<file path="config.mk">
export PLATFORM = sky130hd
export DESIGN_NAME = tsc_front
export DESIGN_NICKNAME = d
export VERILOG_FILES = /design/src/sv/tsc_pkg.sv /design/src/sv/tsc_front.sv
export SDC_FILE = /design/constraint.sdc
export NUM_CORES = 1
export LEC_CHECK = 0
export BUFFER_PORTS_ARGS = -buffer_cell sky130_fd_sc_hd__buf_2
export CORE_MARGIN = 3
export CORE_UTILIZATION = 50
export CTS_CLUSTER_DIAMETER = 60
export DETAILED_ROUTE_END_ITERATION = 10
export GPL_TIMING_DRIVEN = 0
export PLACE_DENSITY = 0.71
export REMOVE_ABC_BUFFERS = 1
export SLEW_MARGIN = 10
export SYNTH_ARGS = -nofsm -noshare
export SYNTH_HDL_FRONTEND = slang
export SYNTH_SLANG_ARGS = --single-unit
</file>
<file path="constraint.sdc">
create_clock -name clk -period 18.3 [get_ports clk]
set_input_delay 1.83 -clock clk [delete_from_list [all_inputs] [get_ports clk]]
set_output_delay 1.83 -clock clk [all_outputs]
set_load 0.03 [all_outputs]
</file>
<file path="src/sv/tsc_pkg.sv">
package tsc_pkg;

  // Register indexes on the configuration port (byte address / 8).
  localparam logic [2:0] REG_COEF_A    = 3'd0;
  localparam logic [2:0] REG_COEF_B    = 3'd1;
  localparam logic [2:0] REG_COEF_C    = 3'd2;
  localparam logic [2:0] REG_BIAS_OHMS = 3'd3;
  localparam logic [2:0] REG_SUPPLY_MV = 3'd4;
  localparam logic [2:0] REG_LOW_LIM   = 3'd5;
  localparam logic [2:0] REG_HIGH_LIM  = 3'd6;

  localparam logic [31:0] LN2_Q32  = 32'd2977044472;
  localparam logic [62:0] DIV_NUM  = 63'd100 << 56;
  localparam logic signed [63:0] KELV_Q8 = 64'sd6992640;
  localparam logic [63:0] SAT_LIM  = 64'h7FFF_FFFF_FFFF_FFFF;

  typedef struct packed {
    logic [47:0]        coef_a;
    logic [47:0]        coef_b;
    logic [47:0]        coef_c;
    logic [19:0]        bias_ohms;
    logic [15:0]        supply_mv;
    logic signed [15:0] low_limit;
    logic signed [15:0] high_limit;
  } cfg_t;

  // One classified item on its way from the front to the back.
  typedef struct packed {
    logic        bad;
    logic [35:0] num;
    logic [15:0] den;
  } work_t;

  function automatic logic [5:0] msb_index(input logic [35:0] x);
    logic [5:0] idx;
    idx = '0;
    for (int i = 0; i < 36; i++) begin
      if (x[i]) idx = 6'(i);
    end
    return idx;
  endfunction

  // Mantissa normalized to Q30, truncated.
  function automatic logic [30:0] norm_q30(input logic [35:0] x, input logic [5:0] e);
    logic [30:0] m;
    if (e <= 6'd30) m = 31'(x << (6'd30 - e));
    else            m = 31'(x >> (e - 6'd30));
    return m;
  endfunction

  // Add that clips at the largest positive 64-bit value.
  function automatic logic [63:0] sat_add(input logic [63:0] r, input logic [63:0] x);
    logic [64:0] s;
    s = {1'b0, r} + {1'b0, x};
    return (s > {1'b0, SAT_LIM}) ? SAT_LIM : s[63:0];
  endfunction

endpackage

</file>
<file path="src/sv/tsc_front.sv">
module tsc_front (
  input  logic            clk,
  input  logic            rst,
  input  tsc_pkg::cfg_t   cfg,
  input  logic            s_axis_tvalid,
  output logic            s_axis_tready,
  input  logic [15:0]     s_axis_tdata,    // [15:0] sense_mv
  output logic            q_valid,
  output tsc_pkg::work_t  q_item,
  input  logic            q_pop
);

  tsc_pkg::work_t slot [2];
  tsc_pkg::work_t item;
  logic           wptr;
  logic           rptr;
  logic [1:0]     count;
  logic           push;

  // Zero voltage, a node at or above the supply, or no bias resistor give
  // no usable resistance.
  always_comb begin
    item.bad = (s_axis_tdata == 16'd0) || (s_axis_tdata >= cfg.supply_mv) ||
               (cfg.bias_ohms == 20'd0);
    item.num = 36'(cfg.bias_ohms) * 36'(s_axis_tdata);
    item.den = cfg.supply_mv - s_axis_tdata;
  end

  assign s_axis_tready = (count != 2'd2);
  assign push          = s_axis_tvalid && s_axis_tready;
  assign q_valid       = (count != 2'd0);
  assign q_item        = slot[rptr];

  always_ff @(posedge clk) begin
    if (push) slot[wptr] <= item;
  end

  always_ff @(posedge clk) begin
    if (rst) begin
      wptr  <= 1'b0;
      rptr  <= 1'b0;
      count <= 2'd0;
    end else begin
      if (push) wptr <= ~wptr;
      if (q_pop) rptr <= ~rptr;
      count <= count + 2'(push) - 2'(q_pop);
    end
  end

endmodule

</file>
# --- Yosys cells after proc, flatten, opt, wreduce, memory -nomap -nowiden ---
# Memories as Yosys holds them, arrays and structs flattened. A register that Yosys moved wholly into a read port is not among the register bits.
# Cells that the tools add are included.
totals:
  reg_bits: 4
  ramBits: 106
  elab_cells: 22
  mem_count: 1
classes:
  addsub: 3
  multipliers: 1
  magnitude_cmp: 1
  eq_ne: 1
  n_mux: 4
  bitwise: 2
  reduce_logical: 6
mem_list:
  columns: ["name", "words", "width", "rd", "rd_clocked_by_memory_dff", "wr", "line", "source"]
  rows:
  - ["slot", 2, 53, 1, 1, 1, "tsc_front.sv:13", "tsc_pkg::work_t slot [2];"]
ops:
  columns: ["operator", "n"]
  rows:
  - ["$mul A20 B16 Y36", 1]
  - ["$logic_not A20 Y1", 1]
  - ["$ge A16 B16 Y1", 1]
  - ["$logic_not A16 Y1", 1]
  - ["$sub A16 B16 Y16", 1]
  - ["$mux W1", 4]
  - ["$add A2 B1 Y2", 1]
  - ["$logic_or A1 B1 Y1", 2]
  - ["$ne A2 B2 Y1 const B", 1]
  - ["$not A1 Y1", 2]
  - ["$reduce_bool A2 Y1", 1]
  - ["$sub A2 B1 Y2", 1]
  - ["$logic_and A1 B1 Y1", 1]

# --- Longest topological paths before layout ---
# Gate-level depths: netlist of run 1.
depth:
  depth_word: 4
  depth_mapped: 22
  ltp_nobuf: 20

# --- Worst setup path after synthesis of run 1 ---
# Ideal clock, no wire load.
synth_timing:
  kind: "in2reg"
  from: "input port cfg[55] (netlist name)"
  to: "memory slot[0][51] (netlist name) (data pin)"
  arrival_ns: 7.119
  required_time_ns: 18.116
  slack_ns: 10.997
  path_stages: 21
  n_path_buf: 1
  cell_sequence: "clkbuf_1 > nand2_1 > fa_1 > inv_1 > fa_1 > inv_1 > fa_1 > inv_1 > fa_1 > fa_1 > inv_1 > fa_1 > inv_1 > ha_1 > and2_2 > a221o_1 > a221oi_2 > a2111oi_0 > nor3_2 > nor2_1 > a211oi_1"
synth_rtl:
  columns: ["element", "line", "source"]
  rows:
  - ["from (decl)", "tsc_front.sv:4", "input tsc_pkg::cfg_t cfg,"]
  - ["to (decl)", "tsc_front.sv:13", null]

==> run_results.csv, run 1 <==
group,metric,value,unit
status,status,"finished, final reports clean",
min_path,holdCritPathClass,"flop to flop",
global_route,grt_pass1_wl,58.6,mm
floorplanning,die_w,183,microns
timing,hold_viol,0,
cells_and_area,final_cell_mix,"inv_1 (292), fa_1 (251), nand2_1 (198), and2_1 (155), ha_1 (126)",
logic_synthesis,syn_area,15700,sq um
cells_and_area,diodes,0,
clock_tree,cts_root_buf,"clkbuf_16",
setup_path,cp-end-kind,"flop",
setup_path,start_kind,"input port",
floorplanning,rows,64,
place,dpl_worst_slack,10.19,ns
logic_synthesis,synth_seq_cells,111,
route,wl,35.5,mm
logic_synthesis,async_reset_ff_share,0,%
route,wl_per_cell,17.6,microns
timing,worst_slack,10.55,ns
logic_synthesis,synth_cell_types,62,
timing,slew_viol_final,0,
cells_and_area,final_nets,2225,
timing,timing.final.crit_period,7.75,ns
clock_tree,clockBufferDepth,2,
logic_synthesis,syn_avg_cell_area,9.98,sq um
clock_tree,htree_levels,3,
place,dp_hpwl,26.4,mm
clock_tree,clk_latency,0.36,ns
route,drtAntennaViolNets,0,
logic_synthesis,synthFlopType,"edfxtp_1",
floorplanning,die_h,183,microns
cells_and_area,syn_to_final_growth,6.84,%
run,maxCapViolations,0,
cells_and_area,layout_commonest_cell,"inv_1",
floorplanning,ios,287,
timing,tightest_slew,0.836,ns
setup_path,crit_arrival,7.93,ns
route,vias_per_cell,5.53,
timing,final.setup_skew,0.0111,ns
route,vias,11152,
cells_and_area,drive_gt1_share,12.5,%
clock_tree,clkSinkCount,111,
setup_path,worstPathMaxFanout,22,
floorplanning,coreArea,30700,sq um
logic_synthesis,syn_inst,1568,
timing,post-route-period-util,42.3,%
timing,finalSetupTns,0,ns
floorplanning,initial_core_util,50.9,%
logic_synthesis,ys_warn_count,0,
place,finalWeightedCongestion,0.876,
global_route,grt_pass1_vias,11795,
place,portBuffers,110,
logic_synthesis,ys_seq_area_share,21.0,%
floorplanning,die_area,33500,sq um
clock_tree,post_cts_buffers,0,
global_route,grt-ovfl-total,0,
clock_tree,cts_hold_buffers,0,
route,drtIter0Drc,591,
logic_synthesis,synth_edf_count,106,
global_route,grt_max_degree,54,
clock_tree,clkTransAtPathRegs,0.08,ns
clock_tree,cts_made_buffers,9,
timing,rsz0062_at_grt,"no",
route,remaining_drc_errors,0,
timing,setup_viol,0,
timing,maxSlewHeadroom,44.1,%
setup_path,crit_required,18.48,ns
global_route,grtUsageTotal,21.8,%
global_route,antenna_found_initial,0,
clock_tree,cts-resized-gates,0,
route,firstDrtPassIters,6,
clock_tree,cts_tree,"done",
timing,max_freq,129,MHz
setup_path,critical_path_class,"input port to flop",
[kinds of logic after synthesis]
logic type / after synthesis / share of synthesized area (%)
compound gates: 140 / 5.91
xor+xnor: 45 / 2.52
fa+ha+maj: 377 / 42.2
buf+inv: 367 / 9.21
flops: 111 / 21.0
mux: 58 / 4.14
simple gates: 470 / 15.1
[sequential cells by signal (all words and copies together) (netlist names), named ones only]
signal and count:
slot 106, count 2, rptr 1, wptr 1
[critical path: stages]
cell       delay [ns]
buf_2            0.45
nand2_1          0.16
fa_1             0.55
inv_1            0.08
fa_1             0.51
inv_1            0.05
fa_1             0.53
inv_1            0.05
fa_1             0.46
fa_1             0.50
inv_1            0.05
fa_1             0.47
inv_1            0.04
ha_1             0.36
and2_2           0.24
a221o_1          0.36
a221oi_2         0.35
a2111oi_0        0.19
nor3_2           0.32
nor2_1           0.09
a211oi_1         0.23
[final timing paths]
check	from	to	slack [ns]	depth (start not counted)
setup / recovery	s_axis_tdata[7]	slot[0][51]	10.55	21
hold / removal	rptr	flop	0.53	2
setup reg to reg	count[0]	slot[0][47]	16.39	4
hold reg to reg	rptr	flop	0.53	2
[stage by stage]
| stage | hold slack (ns) | instance area, sq um | util (%) | cells |
|---|---|---|---|---|
| finish | 0.526 | 16700 | 54.4 | 2017 |
| global route | 0.607 | 16700 | 54.4 | 2017 |
| CTS | 0.531 | 16700 | 54.4 | 2017 |
| detailed placement | 0.509 | 16400 | 53.4 | 2001 |
| global placement | 0.494 | 16400 | 53.2 | 1999 |
| floorplan | 0.480 | 15300 | - | 1493 |
[layout make-up]
type                       count  area [sq um]
fill                        2759         14000
multi-input combinational   1090         10900
sequential                   111          3290
inverter                     292          1100
timing repair buffer         112           591
tap                          396           495
clock buffer                  11           243
clock inverter                 5          75.1
[cells in the mapped netlist (all sizes together) (12+ instances only)]
cell / n / area, sq um
nand4: 12 / 81.3
nor2: 32 / 120
xnor2: 22 / 193
edfxtp: 106 / 3180
buf: 13 / 113
and2: 156 / 977
mux2: 54 / 608
nand3: 13 / 65.1
a21o: 30 / 226
fa: 251 / 5020
ha: 126 / 1580
nand2: 198 / 743
a21oi: 38 / 190
o21ai: 21 / 105
nor3: 12 / 65.1
clkbuf: 62 / 233
inv: 292 / 1100
xor2: 23 / 201
[per-layer routing]
| layer | track usage, % | part of all wire, % | vias to the layer above |
|---|---|---|---|
| met4 | 6.40 | 2.2 | 0 |
| met2 | 38.5 | 51 | 323 |
| met3 | 3.27 | 5.0 | 61 |
| met5 | 0 | 0 | - |
| met1 | 28.0 | 42 | 5723 |
| li1 | - | - | 5045 |
Power of run 1 is not shown: default switching activity piles up to over one toggle a cycle in this logic, so the estimate is an artifact.
==> run 2: changes to the inputs <==
Settings changed: PLACE_DENSITY 0.71 to 0.74.
Clock period 18.3 ns to 7.1 ns, I/O delays scaled along.
==> run_results.csv, run 2 (same netlist as run 1, synthesis figures left out) <==
group,metric,value,unit
cells_and_area,layout_commonest_cell,"inv_1",
floorplanning,rows,64,
route,remaining_drc_errors,0,
clock_tree,htree_levels,3,
setup_path,crit_required,7.27,ns
timing,max_freq,147,MHz
clock_tree,post_cts_buffers,0,
clock_tree,cts_tree,"done",
global_route,grt_pass1_vias,11903,
route,drtIter0Drc,667,
cells_and_area,top_register,"slot",
global_route,antenna_found_initial,0,
run,maxCapViolations,0,
global_route,grtUsageTotal,22.0,%
floorplanning,die_h,183,microns
global_route,grtUsageMet2,38.3,%
timing,rsz0062_at_grt,"no",
setup_path,cp-end-kind,"flop",
global_route,grt-ovfl-total,0,
floorplanning,coreArea,30700,sq um
cells_and_area,top_regs,"slot: 106 flops, count: 2 flops",
timing,worst_slack,0.308,ns
cells_and_area,final_cell_mix,"inv_1 (292), fa_1 (251), nand2_1 (198), and2_1 (155), ha_1 (126)",
cells_and_area,largest_reg_flops,106,
place,dp_hpwl,26.3,mm
clock_tree,cts_root_buf,"clkbuf_16",
cells_and_area,utilization,54.4,%
timing,setup_viol,0,
place,portBuffers,110,
timing,timing.final.crit_period,6.79,ns
route,firstDrtPassIters,5,
global_route,met1_usage,28.6,%
setup_path,worstPathMaxFanout,22,
place,dpl_worst_slack,0.0956,ns
floorplanning,die_w,183,microns
route,drtAntennaViolNets,0,
floorplanning,die_area,33500,sq um
route,vias,11156,
route,wl_per_cell,17.7,microns
timing,slew_viol_final,0,
clock_tree,cts_hold_buffers,0,
setup_path,start_kind,"input port",
global_route,grtUsageMet3,3.49,%
setup_path,critical_path_class,"input port to flop",
global_route,grt_pass1_wl,59.2,mm
route,vias_per_cell,5.53,
clock_tree,clkTransAtPathRegs,0.09,ns
cells_and_area,diodes,0,
cells_and_area,final_nets,2226,
timing,tightest_slew,0.831,ns
place,finalWeightedCongestion,0.880,
global_route,grt_max_degree,29,
route,wl,35.6,mm
timing,hold_viol,0,
min_path,holdCritPathClass,"flop to flop",
setup_path,worst-r2r-setup-slack,5.18,ns
timing,maxSlewHeadroom,44.5,%
clock_tree,clk_latency,0.37,ns
timing,finalSetupTns,0,ns
clock_tree,cts-resized-gates,0,
status,status,"finished, final reports clean",
clock_tree,cts_made_buffers,9,
floorplanning,ios,287,
floorplanning,initial_core_util,50.9,%
cells_and_area,drive_gt1_share,12.6,%
clock_tree,clkSinkCount,111,
timing,final.setup_skew,0.00881,ns
global_route,grt.busiest_layer,"met2",
timing,post-route-period-util,95.7,%
cells_and_area,syn_to_final_growth,6.90,%
clock_tree,clockBufferDepth,2,
setup_path,crit_arrival,6.96,ns
-- run 2: critical path, cell delays in order --
cell       delay, ns
buf_2           0.47
nand2_1         0.19
fa_1            0.59
inv_1           0.08
fa_1            0.51
inv_1           0.06
fa_1            0.55
inv_1           0.05
fa_1            0.46
fa_1            0.50
inv_1           0.05
fa_1            0.47
inv_1           0.04
ha_1            0.37
and2_2          0.24
a221o_1         0.36
a221oi_2        0.38
a2111oi_0       0.19
nor3_2          0.32
nor2_1          0.08
a211oi_1        0.27
-- run 2: path summary, 6_finish.rpt --
kind	start	endpoint	cells after the start
worst max-delay path	s_axis_tdata[7]	slot[1][51]	21
worst max register to register	count[0]	slot[0][33]	4
worst min-delay path	rptr	flop	2
worst min register to register	rptr	flop	2
-- run 2: final cells by class --
type,instances,area [sq um]
Timing Repair Buffer,113,611
Clock buffer,9,225
Inverter,292,1100
Sequential cell,111,3280
Tap cell,396,495
Multi-Input combinational cell,1090,10900
Clock inverter,7,85.1
Fill cell,2708,14000
-- run 2: per-layer routing --
layer  vias up  wire length (microns)  part of all wire [%]
li1       5040                      -                     -
met3        50                   2270                   6.4
met1      5698                  14600                    41
met4         0                    676                   1.9
met5         -                      0                     0
met2       368                  18100                    51
-- run 2: stage by stage --
step,cell area [sq um],hold WS (ns),instances
2_1_floorplan,15300,0.480,1493
3_3_place_gp,16400,0.495,1999
3_5_place_dp,16400,0.514,2002
4_1_cts,16700,0.534,2018
5_1_grt,16700,0.570,2018
6_report,16700,0.522,2018
Power of run 2 is left out for the same reason.
