**config.mk**
```make
export PLATFORM = sky130hd
export DESIGN_NAME = tsc_regs
export DESIGN_NICKNAME = d
export VERILOG_FILES = /design/src/sv/tsc_pkg.sv /design/src/sv/tsc_regs.sv
export SDC_FILE = /design/constraint.sdc
export NUM_CORES = 1
export LEC_CHECK = 0
export ABC_AREA = 1
export ABC_CLOCK_PERIOD_IN_PS = 2470
export BUFFER_PORTS_ARGS = -buffer_cell sky130_fd_sc_hd__buf_2
export CAP_MARGIN = 20
export CORE_MARGIN = 10
export CORE_UTILIZATION = 25
export CTS_CLUSTER_DIAMETER = 100
export DETAILED_ROUTE_END_ITERATION = 12
export PLACE_DENSITY = 0.43
export SYNTH_ARGS = -nofsm -noshare
export SYNTH_HDL_FRONTEND = slang
export SYNTH_SLANG_ARGS = --single-unit
```
**constraint.sdc**
```tcl
create_clock -name clk -period 2.47 [get_ports clk]
set_input_delay 0 -clock clk [delete_from_list [all_inputs] [get_ports clk]]
set_output_delay 0 -clock clk [all_outputs]
set_load 0.02 [all_outputs]
```
**src/sv/tsc_pkg.sv**
```systemverilog
package tsc_pkg;

  // Register indexes on the configuration port (byte address / 8).
  localparam logic [2:0] REG_COEF_A    = 3'd0;
  localparam logic [2:0] REG_COEF_B    = 3'd1;
  localparam logic [2:0] REG_COEF_C    = 3'd2;
  localparam logic [2:0] REG_BIAS_OHMS = 3'd3;
  localparam logic [2:0] REG_SUPPLY_MV = 3'd4;
  localparam logic [2:0] REG_LOW_LIM   = 3'd5;
  localparam logic [2:0] REG_HIGH_LIM  = 3'd6;

  localparam logic [31:0] LN2_Q32  = 32'd2977044472;
  localparam logic [62:0] DIV_NUM  = 63'd100 << 56;
  localparam logic signed [63:0] KELV_Q8 = 64'sd6992640;
  localparam logic [63:0] SAT_LIM  = 64'h7FFF_FFFF_FFFF_FFFF;

  typedef struct packed {
    logic [47:0]        coef_a;
    logic [47:0]        coef_b;
    logic [47:0]        coef_c;
    logic [19:0]        bias_ohms;
    logic [15:0]        supply_mv;
    logic signed [15:0] low_limit;
    logic signed [15:0] high_limit;
  } cfg_t;

  // One classified item on its way from the front to the back.
  typedef struct packed {
    logic        bad;
    logic [35:0] num;
    logic [15:0] den;
  } work_t;

  function automatic logic [5:0] msb_index(input logic [35:0] x);
    logic [5:0] idx;
    idx = '0;
    for (int i = 0; i < 36; i++) begin
      if (x[i]) idx = 6'(i);
    end
    return idx;
  endfunction

  // Mantissa normalized to Q30, truncated.
  function automatic logic [30:0] norm_q30(input logic [35:0] x, input logic [5:0] e);
    logic [30:0] m;
    if (e <= 6'd30) m = 31'(x << (6'd30 - e));
    else            m = 31'(x >> (e - 6'd30));
    return m;
  endfunction

  // Add that clips at the largest positive 64-bit value.
  function automatic logic [63:0] sat_add(input logic [63:0] r, input logic [63:0] x);
    logic [64:0] s;
    s = {1'b0, r} + {1'b0, x};
    return (s > {1'b0, SAT_LIM}) ? SAT_LIM : s[63:0];
  endfunction

endpackage

```
**src/sv/tsc_regs.sv**
```systemverilog
module tsc_regs (
  input  logic              clk,
  input  logic              rst,
  input  logic              psel,
  input  logic              penable,
  input  logic              pwrite,
  input  logic [5:0]        paddr,
  input  logic [63:0]       pwdata,
  output logic [63:0]       prdata,
  output logic              pready,
  output tsc_pkg::cfg_t     cfg
);

  logic [2:0] idx;
  logic       wr;

  assign idx    = paddr[5:3];
  assign pready = 1'b1;
  assign wr     = psel && penable && pwrite;

  always_ff @(posedge clk) begin
    if (rst) begin
      cfg.coef_a     <= 48'd317782000000;
      cfg.coef_b     <= 48'd65892000000;
      cfg.coef_c     <= 48'd24699000;
      cfg.bias_ohms  <= 20'd2700;
      cfg.supply_mv  <= 16'd5000;
      cfg.low_limit  <= -16'sd5000;
      cfg.high_limit <= 16'sd25000;
    end else if (wr) begin
      unique case (idx)
        tsc_pkg::REG_COEF_A:    cfg.coef_a     <= pwdata[47:0];
        tsc_pkg::REG_COEF_B:    cfg.coef_b     <= pwdata[47:0];
        tsc_pkg::REG_COEF_C:    cfg.coef_c     <= pwdata[47:0];
        tsc_pkg::REG_BIAS_OHMS: cfg.bias_ohms  <= pwdata[19:0];
        tsc_pkg::REG_SUPPLY_MV: cfg.supply_mv  <= pwdata[15:0];
        tsc_pkg::REG_LOW_LIM:   cfg.low_limit  <= pwdata[15:0];
        tsc_pkg::REG_HIGH_LIM:  cfg.high_limit <= pwdata[15:0];
        default: ;
      endcase
    end
  end

  always_comb begin
    unique case (idx)
      tsc_pkg::REG_COEF_A:    prdata = {16'd0, cfg.coef_a};
      tsc_pkg::REG_COEF_B:    prdata = {16'd0, cfg.coef_b};
      tsc_pkg::REG_COEF_C:    prdata = {16'd0, cfg.coef_c};
      tsc_pkg::REG_BIAS_OHMS: prdata = {44'd0, cfg.bias_ohms};
      tsc_pkg::REG_SUPPLY_MV: prdata = {48'd0, cfg.supply_mv};
      tsc_pkg::REG_LOW_LIM:   prdata = {48'd0, cfg.low_limit};
      tsc_pkg::REG_HIGH_LIM:  prdata = {48'd0, cfg.high_limit};
      default:                prdata = '0;
    endcase
  end

endmodule

```
# Yosys cells after proc, flatten, opt, wreduce, memory -nomap -nowiden
# Index checks and enable logic that the tools add are counted.
# word_totals
ff_bits	212
input_bits	75
output_inout_bits	277
elab_cells	24
# classes
n_eq_ne	6
n_mux	1
reduce_logical	10
# ops
op	count
$pmux 48 s7	1
$reduce_and 2->1	7
$eq 3x3->1 const B	3
$eq 3x2->1 const B	2
$eq 3x1->1 const B	1
$logic_not 3->1	1
$logic_and 1x1->1	2

# Longest topological paths before layout
# Gate-level depths: netlist (run 1).
# logic_depth
depth_word	3
ltp_mapped	9

# Least setup slack after synthesis (run 1)
# Ideal clock, no wire load.
# synth_path
path_type	in2out
start	in paddr[3]
end	out prdata[25]
t_arrival_ns	1.006
required_time_ns	2.470
path_slack_ns	1.464
path_stages	8
n_path_buf	3
path_cell_list	buf_4 -> inv_4 -> nand2_1 -> nor2_4 -> buf_6 -> buf_4 -> nand2_1 -> nand3_1
# synth_between
elab_chain_cells	2
elab_cells_between_ends	8
# synth_lines
item	line_no	rtl
start, declared	tsc_regs.sv:7	input logic [5:0] paddr,
$eq 3x3->1, or another cell as far along	tsc_regs.sv:45	unique case (idx)
$pmux 48 s7 *	tsc_regs.sv:45	
end, declared	tsc_regs.sv:9	output logic [63:0] prdata,
# Mark *: on every way between the ends. The rest lies on a longest branch, timed or not.

# Worst setup path in the final report (run 1)
# layout_path
start	in paddr[4]
end	reg cfg[149] (netlist name)
# layout_between
elab_chain_cells	2
# layout_lines
item	line_no	rtl
$eq 3x1->1	tsc_regs.sv:31	unique case (idx)
$reduce_and 2->1 (no line)	--	
end, declared	tsc_regs.sv:11	output tsc_pkg::cfg_t cfg
# Every way passes these cells.
# A chain may end at the register's enable or synchronous reset.

==> results of run 1 <==
-- tightest hold or removal path, delay by kind of cell --
kind / cells / cell delay [ns]
and+or+nand+nor: 3 / 0.25
buffers and inverters: 2 / 0.29
-- cells in the final DEF (no fill, tap or decap), drive strengths merged --
cell type and count:
buf 352, bufinv 1, clkbuf 44, clkinv 2, clkinvlp 2, conb 17
dfxtp 212, dlygate4sd3 52, inv 76, nand2 499, nand3 246, nand4 48
nor2 351, o21ai 15
-- path summary, 6_finish.rpt --
| kind | from | to | slack, ns | depth (start not counted) |
|---|---|---|---|---|
| hold / removal | pwdata[0] | cfg[164] | 0.02 | 5 |
| setup reg to reg | cfg[202] | cfg[202] | 1.33 | 3 |
| setup / recovery | paddr[4] | cfg[149] | 0.68 | 10 |
| hold reg to reg | cfg[146] | cfg[146] | 0.48 | 2 |
-- kinds of logic after synthesis --
group	after synthesis	share of synthesized area [%]
AND/OR/NAND/NOR	1144	48.44
AO/OA/AOI/OAI	15	0.7190
other	2	0.07193
buffers and inverters	204	10.13
flip-flops	212	40.65
-- Yosys cell counts --
master      n  area [µm²]
nand2_1   496        1862
nand4_1    48       300.3
nand3_1   200        1001
buf_4      36       270.3
nor2_2      2       12.51
inv_1      70       262.8
clkbuf_1   29       108.9
buf_1      11       41.29
nand3_4     3       52.55
inv_2       3       11.26
nor2_1    341        1280
buf_6      14       157.7
conb_1      2       7.510
nand2_2     1       6.260
nand3_2    43       430.4
nor2_4      8       90.09
clkinv_1    1       3.750
inv_4       1       6.260
buf_2      39       195.2
o21ai_0    15       75.07
dfxtp_1   212        4244
nand2_4     2       22.52
-- routing by layer --
| layer | global-route usage, % | vias to the layer above | part of all wire [%] |
|---|---|---|---|
| met5 | 0 | - | 0 |
| li1 | - | 5563 | - |
| met3 | 4.776 | 68 | 8.1 |
| met2 | 27.91 | 449 | 43 |
| met4 | 7.085 | 0 | 4.1 |
| met1 | 23.87 | 5182 | 44 |
-- power groups by stage --
stage	registers (mW)	logic, mW	clock network (mW)
2_1_floorplan	3.62	0.530	0
6_report	3.51	0.981	4.07
5_1_grt	3.51	1.07	4.30
3_3_place_gp	3.58	0.924	0
4_1_cts	3.51	0.990	4.18
3_5_place_dp	3.58	0.926	0
-- layout make-up --
class / count / area, µm²
inverters: 75 / 291.5
flip-flops and latches: 212 / 4244
fillers: 4564 / 27250
repair buffers: 404 / 2537
well taps: 532 / 665.6
clock buffers: 44 / 842.1
multi-input cells: 1176 / 5216
clock inverters: 6 / 66.31
-- metrics by stage --
step / hold slack [ns] / setup slack [ns]
final: 0.02163 / 0.6792
after global routing: 0.05931 / 0.5856
after CTS: 0.03434 / 0.7228
after detailed placement: 0.2332 / 0.5788
after global placement: 0.2294 / 0.5939
after floorplan: 0.1261 / 1.464
==> impl_metrics.ini, run 1 <==
[status]
outcome = finished clean

[timing]
period_share_pct = 72.50
clock_skew_ns = 0
rsz0062_at_grt = no
max_freq_ghz = 0.5584
hold_viol_final = 0
drv_slew = 0
finalCriticalPeriod_ns = 1.791
finalSetupViolCount = 0
max_slew.worst_pin.slew_ns = 1.030
final.setup.tns_ns = 0
slew_headroom_pct = 31.14

[cells_and_area]
final_area_um2 = 13860
antenna_cells = 0
regMostFlops = cfg
postLayoutCoreUtil_pct = 33.72
reg_top3 = cfg x212
final_layout_size_suffix_gt1_share_pct = 23.94
synthToLayoutAreaGrowth_pct = 32.77
layout.nets = 1972
largest_register_ffs = 212
instances_no_fill = 2449

[critical_path]
crit_buf_inv = 5
crit_family = buffers and inverters
critPathSlowestCell = dlygate4sd3_1
critPathCaptureType = flop
critPathMaxStageDelay_ns = 0.58
path_class = in -> reg
worstSetupStartpointType = input pin
worst-path-max-fanout = 19
cp.arrival_ns = 2.21
crit_chain = buf_2 -> inv_2 -> buf_4 -> nand2_4 -> nor2_4 -> nand2_1 -> buf_4 -> nand2_1 -> nand3_1 -> dlygate4sd3_1
cp_data_required_time_ns = 2.89

[place]
placed_cell_area_um2 = 12430
gp_congestion = 0.8397
io_buffers = 315
place_inst = 2347
dp_hpwl_mm = 33.91

[global_routing]
grt_pass1_wl_mm = 71.16
grt_max_degree = 61
antenna_found_initial = 0
track_usage_pct = 18.17
grt_pass1_vias = 10947
grt-ovfl-total = 0

[pwr]
pwr-share-clk_pct = 47.5
p_int_mw = 6.198
leakagePower_nw = 6.667
p_per_area_nw_per_um2 = 617.0
finalPower_mw = 8.554
power.switching_mw = 2.356
seqPwrFrac_pct = 41.0
swShare_pct = 27.54
combinationalPowerShare_pct = 11.5
peakVddDrop_mv = 0.4325

[floorplanning]
rows = 74
die_y_um = 224.4
die-area_um2 = 50340
pin_count = 352
start_util_pct = 25.40
core_area_um2 = 41110
die_w_um = 224.4

[clocking]
clkTransAtPathRegs_ns = 0.06
postCtsSetupBuffers = 0
htree_levels = 1
cts_tree = done
clock_sinks = 212
cts_resized = 0
holdBufCountCts = 52
clock_latency_ns = 0.55
cts-root-buf = clkbuf_16
ctsLongestPathBuffers = 3
cts_made_buffers = 28

[routing]
drcViolationCount = 0
avgViaCountPerCell = 4.599
first_pass_iters = 5
drt_iter0_drc = 773
ant_nets = 0
wl_per_cell_um = 19.47
wirelength_mm = 47.69
vias = 11262

[logic_synthesis]
synth.avg_cell_area_um2 = 6.621
syn_area_um2 = 10440
yosysWarnings = 0
synth_seq_cells = 212
yosys.cell_types.count = 22
syn_inst = 1577
ys_seq_area_share_pct = 40.65

[hold_path]
hp-class = in -> reg

[job]
maxCapViolCount = 0
No activity file was read; power rests on OpenSTA's default activity.
==> inputs of run 2 (changes only) <==
ABC_CLOCK_PERIOD_IN_PS = 1600   (was 2470)
PLACE_DENSITY = 0.45   (was 0.43)
clock period = 1.6 ns   (was 2.47 ns; I/O delays follow)
==> impl_metrics.ini, run 2 (synthesized netlist as in run 1, its figures left out) <==
[place]
dp_hpwl_mm = 33.47
io_buffers = 315
gp_congestion = 0.8638
placed_cell_area_um2 = 12660

[timing]
period_share_pct = 97.26
clock_skew_ns = 0
rsz0062_at_grt = yes
max_freq_ghz = 0.6426
finalCriticalPeriod_ns = 1.556
final.setup.tns_ns = 0
slew_headroom_pct = 57.54
drv_slew = 0
finalSetupViolCount = 0
max_slew.worst_pin.slew_ns = 0.6353
hold_viol_final = 0

[routing]
highest_layer = met4
route.met2.wl_mm = 20.84
wl_met3_mm = 3.359
ant_nets = 0
wl_met1_mm = 21.38
wirelength_mm = 46.80
wl_per_cell_um = 19.00
first_pass_iters = 5
drcViolationCount = 0
avgViaCountPerCell = 4.608
vias = 11349
drt_iter0_drc = 878

[hold_path]
hp-class = in -> reg

[critical_path]
path_class = reg -> out
critPathCaptureType = output port
cp.arrival_ns = 1.56
reg2reg_slack_ns = 0.46
worstSetupStartpointType = flop
cp_data_required_time_ns = 1.60
worst-path-max-fanout = 3

[status]
outcome = finished clean

[clocking]
clkTransAtPathRegs_ns = 0.06
ctsLongestPathBuffers = 3
cts-root-buf = clkbuf_16
clock_sinks = 212
cts_made_buffers = 27
clock_latency_ns = 0.56
cts_tree = done
htree_levels = 1
postCtsSetupBuffers = 0

[global_routing]
grt-ovfl-total = 0
grt_pass1_wl_mm = 69.32
grt_max_degree = 56
track_usage_pct = 17.72
grt_pass1_vias = 10731
antenna_found_initial = 0

[pwr]
swShare_pct = 28.06
peakVddDrop_mv = 0.6344
p_int_mw = 9.441
p_per_area_nw_per_um2 = 926.6
combinationalPowerShare_pct = 12.0
leakagePower_nw = 6.796
pwr-share-clk_pct = 46.8
power.switching_mw = 3.682
seqPwrFrac_pct = 41.3

[cells_and_area]
final_area_um2 = 14160
regMostFlops = cfg
largest_register_ffs = 212
layout.nets = 1985
nFillCells = 4447
synthToLayoutAreaGrowth_pct = 35.65
reg_top3 = cfg x212
antenna_cells = 0
multi_input_area_um2 = 5271
mostFrequentLayoutCell = nand2_1
final-seq-area_um2 = 4264
final_layout_size_suffix_gt1_share_pct = 26.46
final_cell_mix = nand2_1, nor2_1, buf_2, nand3_1, dfxtp_1

[floorplanning]
core_area_um2 = 41110
die_w_um = 224.4
start_util_pct = 25.40
die_y_um = 224.4
rows = 74
pin_count = 352
die-area_um2 = 50340

[job]
maxCapViolCount = 0
-- run 2: changes by cell type in the layout (fill, tap and decap cells not counted), moves of 3 or more --
cell,delta
nand2_1,-3
nand2_2,+3
dfxtp_2,+16
nor2_1,-13
dfxtp_1,-16
clkbuf_8,+4
buf_12,+9
buf_2,-4
clkbuf_1,-5
buf_4,+8
nor2_4,+3
nor2_2,+10
-- run 2: final cells by class --
cell class / count / area share (%)
timing repair buffer: 418 / 19.56
multi-input combinational: 1176 / 37.22
clock inverter: 9 / 0.5124
sequential: 212 / 30.11
inverter: 75 / 2.058
clock buffer: 41 / 5.848
tap: 532 / 4.700
-- run 2: worst max-delay path, stage by stage, from the launching register on --
cell	delay, ns
dfxtp_1	0.40
nand4_1	0.18
nand2_2	0.14
nor2_4	0.06
nand2_1	0.06
buf_2	0.16
-- run 2: final timing paths --
path / cells past startpoint / end / from
max: 5 / prdata[1] / cfg[17]
min: 6 / cfg[78] / penable
max reg2reg: 3 / cfg[191] / cfg[191]
min reg2reg: 2 / cfg[150] / cfg[150]
-- run 2: layer usage --
layer	vias to the layer above	global-route usage, %
li1	5593	-
met1	5268	23.59
met2	433	28.32
met3	55	4.125
met4	0	4.453
met5	-	0
-- run 2: stage by stage --
stage          util [%]  power (mW)  hold WS (ns)  cells  setup slack, ns
2_1_floorplan         -       6.412        0.1261   1592           0.5939
3_3_place_gp      30.80       6.985        0.2288   2362           0.2266
3_5_place_dp      30.80       6.991        0.2352   2362           0.2244
4_1_cts           34.32       13.28      0.009703   2463        0.0009601
5_1_grt           34.45       13.62       0.04555   2463         -0.01329
6_report          34.45       13.12       0.03542   2463          0.04388
-- run 2: power by group through the flow --
stage | Clock, mW | Sequential [mW] | Combinational (mW)
final | 6.14 | 5.42 | 1.57
after detailed placement | 0 | 5.53 | 1.46
after global routing | 6.50 | 5.42 | 1.69
after CTS | 6.30 | 5.41 | 1.57
after floorplan | 0 | 5.59 | 0.817
after global placement | 0 | 5.53 | 1.45
-- run 2: what timing repair did --
| action | in CTS | in global routing |
|---|---|---|
| hold buffers | 51 | 0 |
| setup endpoints to repair | 9 | 13 |
| cloned | 0 | 0 |
| resized for setup | 14 | 27 |
| endpoints found under the hold margin | 183 | 0 |
| pin swaps | 1 | 5 |
==> inputs of run 3 (changes only) <==
BUFFER_PORTS_ARGS = -buffer_cell sky130_fd_sc_hd__clkbuf_2   (was -buffer_cell sky130_fd_sc_hd__buf_2)
GPL_TIMING_DRIVEN = 1   (was not set)
==> impl_metrics.ini, run 3 (synthesized netlist as in run 1, its figures left out) <==
[floorplanning]
die-area_um2 = 50340
pin_count = 352
rows = 74
die_w_um = 224.4
start_util_pct = 25.40
core_area_um2 = 41110
die_y_um = 224.4

[global_routing]
grt-ovfl-total = 0
grt_max_degree = 96
grt_pass1_vias = 10914
track_usage_pct = 17.70
grt_pass1_wl_mm = 69.34
antenna_found_initial = 1

[place]
pre_cts_ws_ns = 0.07602
gp_congestion = 0.8444
io_buffers = 315
placed_cell_area_um2 = 12610
dp_hpwl_mm = 32.87

[timing]
finalCriticalPeriod_ns = 1.555
layout_setup_ws_ns = 0.04459
max_slew.worst_pin.slew_ns = 0.5276
finalSetupViolCount = 0
max_freq_ghz = 0.6429
clock_skew_ns = 0
period_share_pct = 97.21
hold_viol_final = 0
slew_headroom_pct = 64.74
hold_slack_ns = 0.09094
drv_slew = 0
final.setup.tns_ns = 0

[cells_and_area]
layout.nets = 1987
antenna_cells = 0
regMostFlops = cfg
largest_register_ffs = 212
synthToLayoutAreaGrowth_pct = 35.07
final_layout_size_suffix_gt1_share_pct = 25.58
final_area_um2 = 14100
reg_top3 = cfg x212
mostFrequentLayoutCell = nand2_1
final_cell_mix = nand2_1, nor2_1, clkbuf_2, nand3_1, dfxtp_1

[routing]
drcViolationCount = 0
wl_per_cell_um = 18.85
ant_nets = 0
vias = 11298
first_pass_iters = 5
wirelength_mm = 46.34
avgViaCountPerCell = 4.595
drt_iter0_drc = 918

[critical_path]
crit_chain = nand3_1 -> nand2_1 -> nor2_1 -> nand2_2 -> clkbuf_4
cp.arrival_ns = 1.56
critPathSlowestCell = dfxtp_1
critPathCaptureType = output port
path_class = reg -> out
cp_data_required_time_ns = 1.60
worstSetupStartpointType = flop
critPathMaxStageDelay_ns = 0.44
worst-path-max-fanout = 3

[clocking]
clock_sinks = 212
clkTransAtPathRegs_ns = 0.06
cts_made_buffers = 27
cts_tree = done
cts-root-buf = clkbuf_16
clock_latency_ns = 0.53
htree_levels = 1
ctsLongestPathBuffers = 3

[pwr]
peakVddDrop_mv = 0.5918
leakagePower_nw = 6.686
p_per_area_nw_per_um2 = 913.6

[job]
maxCapViolCount = 0

[hold_path]
hp-class = in -> reg

[status]
outcome = finished clean
-- run 3: cell count changes in the layout (fill, tap and decap cells not counted), moves of 3 or more --
| cell | delta |
|---|---|
| clkbuf_8 | -7 |
| dlygate4sd3_1 | +7 |
| nor2_4 | -3 |
| nor2_1 | +3 |
| clkbuf_2 | +310 |
| buf_4 | -6 |
| buf_2 | -310 |
-- run 3: layer usage --
metal | global-route usage [%] | wire (µm) | vias up | part of all wire (%)
met5 | 0 | 10 | - | 0.022
met4 | 5.286 | 1157 | 2 | 2.5
met3 | 4.047 | 3496 | 54 | 7.5
met2 | 28.89 | 21140 | 431 | 46
met1 | 22.83 | 20540 | 5219 | 44
li1 | - | - | 5592 | -
-- run 3: final cells by class --
| cell class | instances | area, µm² |
|---|---|---|
| fill | 4539 | 27010 |
| multi-input combinational | 1176 | 5259 |
| sequential | 212 | 4262 |
| timing repair buffer | 420 | 2794 |
| clock buffer | 36 | 739.5 |
| tap | 532 | 665.6 |
| inverter | 75 | 291.5 |
| clock inverter | 8 | 92.59 |
-- run 3: repair_timing --
| action | CTS | global route |
|---|---|---|
| pin swaps | 1 | 5 |
| gates resized for setup | 10 | 30 |
| hold buffers | 58 | 0 |
| buffers inserted | 0 | 0 |
| hold endpoints to repair | 169 | 0 |
| endpoints found under the setup margin | 6 | 12 |
-- run 3: worst paths after layout --
| kind | start | end | slack [ns] | depth (start not counted) |
|---|---|---|---|---|
| worst min-delay path | penable | cfg[3] | 0.09 | 5 |
| worst max-delay path | cfg[40] | prdata[8] | 0.04 | 5 |
| worst min register to register | cfg[142] | cfg[142] | 0.48 | 2 |
| worst max register to register | cfg[193] | cfg[193] | 0.45 | 3 |
-- run 3: per-stage QoR --
| step | power [mW] | utilization [%] | std cells |
|---|---|---|---|
| after floorplan | 6.412 | - | 1592 |
| after global placement | 6.984 | 30.67 | 2357 |
| after detailed placement | 6.986 | 30.67 | 2357 |
| after CTS | 13.10 | 34.17 | 2459 |
| after global routing | 13.40 | 34.31 | 2459 |
| final | 12.88 | 34.31 | 2459 |
-- run 3: worst max-delay path: cells and delay by family (launching register included) --
family	cells	cell delay, ns
buf+inv	1	0.18
simple gates	4	0.40
flops	1	0.44
-- run 3: power breakdown --
group	switching (mW)	internal, mW
combinational	1.06	0.501
clock	2.38	3.52
sequential	0.0697	5.35
total	3.51	9.37
